===== src/rtl/core/mdt_pkg.sv =====
package mdt_pkg;

  localparam int unsigned PIXEL_W    = 32;
  localparam int unsigned LANES      = 4;
  localparam int unsigned LANE_W     = 8;
  localparam int unsigned LANE_SUM_W = 9;
  localparam int unsigned PAIR_W     = LANES * LANE_SUM_W;
  localparam int unsigned WORD_W     = 18;
  localparam int unsigned CFG_W      = 4;
  localparam int unsigned MIN_LOG2   = 3;
  localparam int unsigned RESET_LOG2 = 6;
  localparam int unsigned OUT_DATA_W = 56;

  typedef logic [PAIR_W-1:0] pair_t;

  // Word handed from the read stage to the output stage.
  typedef struct packed {
    logic [WORD_W-1:0] word_index;
    pair_t             pair_sum;
    logic              last;
  } s1_t;

  // Add the byte lanes of two pixels into four 9-bit sums.
  function automatic pair_t lane_pairs(input logic [PIXEL_W-1:0] a,
                                       input logic [PIXEL_W-1:0] b);
    pair_t r;
    r = '0;
    for (int k = 0; k < LANES; k++) begin
      r[k*LANE_SUM_W +: LANE_SUM_W] = LANE_SUM_W'(a[k*LANE_W +: LANE_W])
                                    + LANE_SUM_W'(b[k*LANE_W +: LANE_W]);
    end
    return r;
  endfunction

  // Interleave the low three bits of x and j, x in the even positions.
  function automatic logic [5:0] interleave3(input logic [2:0] x, input logic [2:0] j);
    return {j[2], x[2], j[1], x[1], j[0], x[0]};
  endfunction

endpackage


===== src/rtl/core/mdt_out_stage.sv =====
module mdt_out_stage (
  input  logic                                clk_i,
  input  logic                                rst_ni,
  input  logic                                s1_valid_i,
  input  mdt_pkg::s1_t                        s1_i,
  input  mdt_pkg::pair_t                      above_i,
  output logic                                free_o,
  output logic                                m_axis_tvalid,
  input  logic                                m_axis_tready,
  output logic [mdt_pkg::OUT_DATA_W-1:0]      m_axis_tdata,
  output logic                                m_axis_tlast
);

  logic                              valid_q, valid_d;
  logic [mdt_pkg::WORD_W-1:0]        word_q;
  logic [mdt_pkg::PIXEL_W-1:0]       pixel_q, pixel_d;
  logic                              last_q;
  logic                              take;

  assign free_o = !valid_q || m_axis_tready;
  assign take   = s1_valid_i && free_o;

  always_comb begin
    logic [mdt_pkg::LANE_SUM_W:0] s;
    pixel_d = '0;
    for (int k = 0; k < mdt_pkg::LANES; k++) begin
      s = {1'b0, above_i[k*mdt_pkg::LANE_SUM_W +: mdt_pkg::LANE_SUM_W]}
        + {1'b0, s1_i.pair_sum[k*mdt_pkg::LANE_SUM_W +: mdt_pkg::LANE_SUM_W]};
      pixel_d[k*mdt_pkg::LANE_W +: mdt_pkg::LANE_W] = s[mdt_pkg::LANE_SUM_W:2];
    end
  end

  always_comb begin
    if (take) begin
      valid_d = 1'b1;
    end else if (m_axis_tready) begin
      valid_d = 1'b0;
    end else begin
      valid_d = valid_q;
    end
  end

  always_ff @(posedge clk_i or negedge rst_ni) begin
    if (!rst_ni) begin
      valid_q <= 1'b0;
    end else begin
      valid_q <= valid_d;
    end
  end

  always_ff @(posedge clk_i) begin
    if (take) begin
      word_q  <= s1_i.word_index;
      pixel_q <= pixel_d;
      last_q  <= s1_i.last;
    end
  end

  assign m_axis_tvalid = valid_q;
  assign m_axis_tdata  = {{(mdt_pkg::OUT_DATA_W - mdt_pkg::WORD_W - mdt_pkg::PIXEL_W){1'b0}},
                          pixel_q, word_q};
  assign m_axis_tlast  = last_q;

endmodule


===== config.mk =====
export PLATFORM = sky130hd
export DESIGN_NAME = mdt_out_stage
export DESIGN_NICKNAME = d
export VERILOG_FILES = /design/src/rtl/core/mdt_pkg.sv /design/src/rtl/core/mdt_out_stage.sv
export SDC_FILE = /design/constraint.sdc
export NUM_CORES = 1
export LEC_CHECK = 0
export ABC_AREA = 1
export BUFFER_PORTS_ARGS = -buffer_cell sky130_fd_sc_hd__clkbuf_2
export CORE_MARGIN = 2
export CORE_UTILIZATION = 30
export CTS_CLUSTER_DIAMETER = 30
export DETAILED_ROUTE_END_ITERATION = 10
export GPL_TIMING_DRIVEN = 1
export PLACE_DENSITY = 0.57
export SLEW_MARGIN = 40
export SYNTH_ARGS = -nofsm -noshare
export SYNTH_HDL_FRONTEND = slang
export SYNTH_SLANG_ARGS = --single-unit

===== constraint.sdc =====
create_clock -name clk_i -period 3.4 [get_ports clk_i]
set_input_delay 0 -clock clk_i [delete_from_list [all_inputs] [get_ports clk_i]]
set_output_delay 0 -clock clk_i [all_outputs]
set_load 0.02 [all_outputs]

-- After elaboration in Yosys (flattened, before gate mapping)
Index checks and enable logic that the tools add are counted.
- flip-flop bits (word level): 52
- logic and storage cells: 14
- $add $sub $neg: 4
- multiplexer cells: 2
- reduce and logical (&&, ||, !) cells: 4
- operator list (operator ; count):
    $add A9 B9 Y10 ; 4
    $mux W1 ; 2
    $reduce_bool A2 Y1 ; 1
    $logic_and A1 B1 Y1 ; 1
    $logic_not A1 Y1 ; 1
    $logic_or A1 B1 Y1 ; 1

-- Depth between registers and ports, before layout
- depth in word-level cells: 4
- depth in mapped cells: 9
- depth with buffers taken out: 9

-- Least setup slack after synthesis
No wires, ideal clock.
- kind: reg-to-reg
- start point: register valid_q (netlist: m_axis_tvalid)
- end point: register last_q (netlist: m_axis_tlast) (enable)
- arrival: 3003 ps
- required time: 2923 ps
- slack: -79 ps
- cell stages (with the launch flop): 2
- path buffers: 0
- path through: dfrtp_1 a21oi_1
- longest elaborated chain between the ends: 3
- RTL lines (element ; RTL line ; source):
    start, declared ; mdt_out_stage.sv:14 ; logic valid_q, valid_d;
    start signal, assigned ; mdt_out_stage.sv:47 ; valid_q <= valid_d;
    $logic_not A1 Y1 ; mdt_out_stage.sv:20 ; assign free_o = !valid_q || m_axis_tready;
    $logic_or A1 B1 Y1 ; mdt_out_stage.sv:20 ;
    $logic_and A1 B1 Y1 ; mdt_out_stage.sv:21 ; assign take = s1_valid_i && free_o;
    net take ; mdt_out_stage.sv:18 ; logic take;
    end signal, assigned ; mdt_out_stage.sv:55 ; last_q <= s1_i.last;
    end, declared ; mdt_out_stage.sv:17 ; logic last_q;
The timed path passes the listed nets, and every way through them passes these cells.
A chain may end at the register's enable or synchronous reset.

-- Worst setup path in the final report
- start point: register valid_q (netlist: m_axis_tvalid)
- end point: register pixel_q[6] (netlist name) (enable)
- longest elaborated chain between the ends: 3
- RTL lines (element ; RTL line ; source):
    $logic_not A1 Y1 ; mdt_out_stage.sv:20 ;
    $logic_or A1 B1 Y1 ; mdt_out_stage.sv:20 ;
    $logic_and A1 B1 Y1 ; mdt_out_stage.sv:21 ;
    net take ; mdt_out_stage.sv:18 ;
    end signal, assigned ; mdt_out_stage.sv:54 ; pixel_q <= pixel_d;
    end, declared ; mdt_out_stage.sv:16 ; logic [mdt_pkg::PIXEL_W-1:0] pixel_q, pixel_d;
The timed path passes the listed nets, and every way through them passes these cells.

==> flow_metrics.tcl <==
set metrics [dict create \
    placed_cells 641 \
    arrival_ps 1420 \
    synthFlopType "edfxtp_1" \
    seqPwrFrac_pct 49.8 \
    path_clk_slew_ps 80 \
    status "finished clean" \
    skew_ps 7.68 \
    drt-pass1-iter-count 4 \
    cts_resized 0 \
    yosys_warnings 0 \
    ir_worst_vdd_mv 0.161 \
    htree_levels 2 \
    drtIter0Drc 75 \
    finalCritPeriodShare_pct 43.7 \
    gr-total-overflow 0 \
    cts_tree "done" \
    port_buffers 147 \
    finalWirelength_mm 6.87 \
    fin_crit_ps 1480 \
    gp_congestion 0.799 \
    cts_root_buffer "clkbuf_8" \
    area_growth_syn_to_layout_pct 37.1 \
    post_cts_buffers 0 \
    hp-class "input pin to async pin" \
    synth-edff-count 51 \
    final_cells 670 \
    die_w_um 107 \
    worst_pin_slew_ps 633 \
    grt_pass1_vias 2556 \
    crit_fanout 51 \
    setup_viol 0 \
    clock_path_buffers 2 \
    syn_area_per_cell_um2 8.95 \
    yosysSeqAreaShare_pct 48.6 \
    synth_area_leaders "edfxtp_1 48%, nand2_1 13%, ha_1 12%, inv_1 6.6%, xor2_1 3.3%" \
    combinationalPowerShare_pct 30.0 \
    met2_usage_pct 19.7 \
    final_layout_size_suffix_gt1_share_pct 34.5 \
    synth-seq-cells 52 \
    cp.required_ps 3330 \
    synth_cell_types 23 \
    critPathKind "register to register" \
    fp.coreArea_um2 10400 \
    row_count 37 \
    grt_use_met3_pct 2.12 \
    fp.dieH_um 107 \
    busiest_layer "met2" \
    grt_use_total_pct 11.6 \
    route.detailed.drc 0 \
    wl_per_cell_um 10.3 \
    io_pins 154 \
    rsz0062_at_grt "no" \
    r2r_setup_slack_ps 1920 \
    clock_latency_ps 290 \
    cp-end-kind "register" \
    hold_viol_final 0 \
    initial_utilization_pct 30.9 \
    switchingPower_uw 482 \
    synth_area_leader_cell "edfxtp_1" \
    slew-limit-headroom_pct 57.8 \
    antenna_cells 0 \
    ctsHoldBuffers 21 \
    viasPerCell 4.19 \
    postRouteAntennaNets 0 \
    p_sw_share_pct 30.2 \
    drv_slew 0 \
    syn-cell-area_um2 3210 \
    dp.final_hpwl_mm 5.76 \
    p_leak_uw 0.00234 \
    clkPwrFrac_pct 20.2 \
    drv_cap 0 \
    synth_top_area_share_pct 47.8 \
    grt_max_degree 52 \
    die-area_um2 11500 \
    fmaxAchievable_mhz 674 \
    synth_cells 358 \
    grt_pass1_wl_mm 10.9 \
    fin_nets 660 \
    async_flop_share_pct 1.92 \
    via_count 2805 \
    grt_antenna_before_repair 0 \
    cts_sinks 52 \
    powerDensity_nw_per_um2 362 \
    cts_buffers 5 \
    worst_setup_path_start_kind "register" \
    fin_setup_tns_ps 0 \
    grt_use_met1_pct 15.1 \
    p_int_uw 1110 \
]
-- cell usage after synthesis, types with 2 or more instances --
| master | number |
|---|---|
| nor2_1 | 11 |
| inv_1 | 56 |
| o21ai_1 | 6 |
| nor2_2 | 4 |
| buf_4 | 6 |
| nand2_1 | 108 |
| ha_1 | 32 |
| o21ai_0 | 3 |
| nand2_2 | 16 |
| o21ai_2 | 2 |
| edfxtp_1 | 51 |
| a21oi_1 | 14 |
| nand4_1 | 2 |
| nor3_1 | 3 |
| inv_2 | 6 |
| xor2_1 | 12 |
| nand3_1 | 20 |
-- final timing paths --
path	start	to	depth (start not counted)
max in group asynchronous	rst_ni	m_axis_tvalid$_DFFE_PN0P_	2
max	m_axis_tvalid$_DFFE_PN0P_	pixel_q[6]$_DFFE_PP_	2
min	rst_ni	m_axis_tvalid$_DFFE_PN0P_	2
min reg2reg	m_axis_tvalid$_DFFE_PN0P_	m_axis_tvalid$_DFFE_PN0P_	2
max reg2reg	m_axis_tvalid$_DFFE_PN0P_	pixel_q[6]$_DFFE_PP_	2
min in group clk_i	m_axis_tready	m_axis_tvalid$_DFFE_PN0P_	4
-- worst max-delay path, cell delays in order (launching register included) --
cell and delay [ps]:
dfrtp_1 430, a21oi_4 150, buf_4 520
-- metrics by stage --
step / cell area (um2) / utilization [%] / power [uW] / hold WS, ps / worst slack [ps]
finish: 4390 / 42.4 / 1590 / 32.1 / 1920
global route: 4390 / 42.4 / 1710 / 9.56 / 1830
CTS: 4390 / 42.4 / 1630 / 10.8 / 1890
detailed placement: 4100 / 39.6 / 1270 / -223 / 1900
global placement: 4100 / 39.6 / 1260 / -223 / 1900
floorplan: 3230 / - / 1120 / -296 / 1060
-- power groups by stage --
| stage | logic, uW | clock network (uW) | registers (uW) |
|---|---|---|---|
| finish | 477 | 322 | 793 |
| global route | 540 | 370 | 798 |
| CTS | 484 | 347 | 795 |
| detailed placement | 463 | 0 | 810 |
| global placement | 457 | 0 | 808 |
| floorplan | 246 | 0 | 875 |
-- cell usage in the layout, fill, tap and decap left out, types with 2 or more instances in the layout --
cell / instances
edfxtp_1: 51
nor2_2: 4
clkbuf_2: 147
o21ai_1: 6
nand3_1: 20
o21ai_0: 3
a21oi_1: 13
ha_1: 32
nand2_2: 16
inv_1: 56
dlygate4sd3_1: 21
o21ai_2: 2
clkbuf_8: 5
nor3_1: 3
nor2_1: 11
nand4_1: 2
xor2_1: 12
conb_1: 6
clkbuf_1: 2
clkinv_1: 2
nand2_1: 108
inv_2: 6
-- area by class of cell --
class | count | area, um2
clock buffers | 7 | 76.3
clock inverters | 1 | 3.75
fillers | 1072 | 5980
inverters | 63 | 236
multi-input cells | 242 | 1400
flip-flops and latches | 52 | 1560
well taps | 136 | 170
repair buffers | 169 | 953
-- sequential cells by signal, indices dropped and copies added, names as in the netlist --
register	count
pixel_q	32
word_q	18
m_axis_tvalid	1
m_axis_tlast	1
-- layer usage --
metal  vias up  share of wire, %  routed length, um
li1       1492                 -                  -
met1      1207                46               3160
met2       101                46               3130
met3         5               7.3                505
met4         0               1.1                 78
met5         -                 0                  0
-- kinds of logic (layout without fill, tap and decap cells) --
logic type | count (synthesis) | after routing | share of synthesized area [%]
adder cells (fa/ha/maj) | 32 | 32 | 12.5
XOR/XNOR | 12 | 12 | 3.28
other | 1 | 6 | 0.117
AND/OR/NAND/NOR | 165 | 165 | 22.1
buffers and inverters | 69 | 240 | 8.78
AO/OA/AOI/OAI | 27 | 27 | 4.65
flip-flops | 52 | 52 | 48.6
Note: power is estimated with default switching activity, not from simulation.
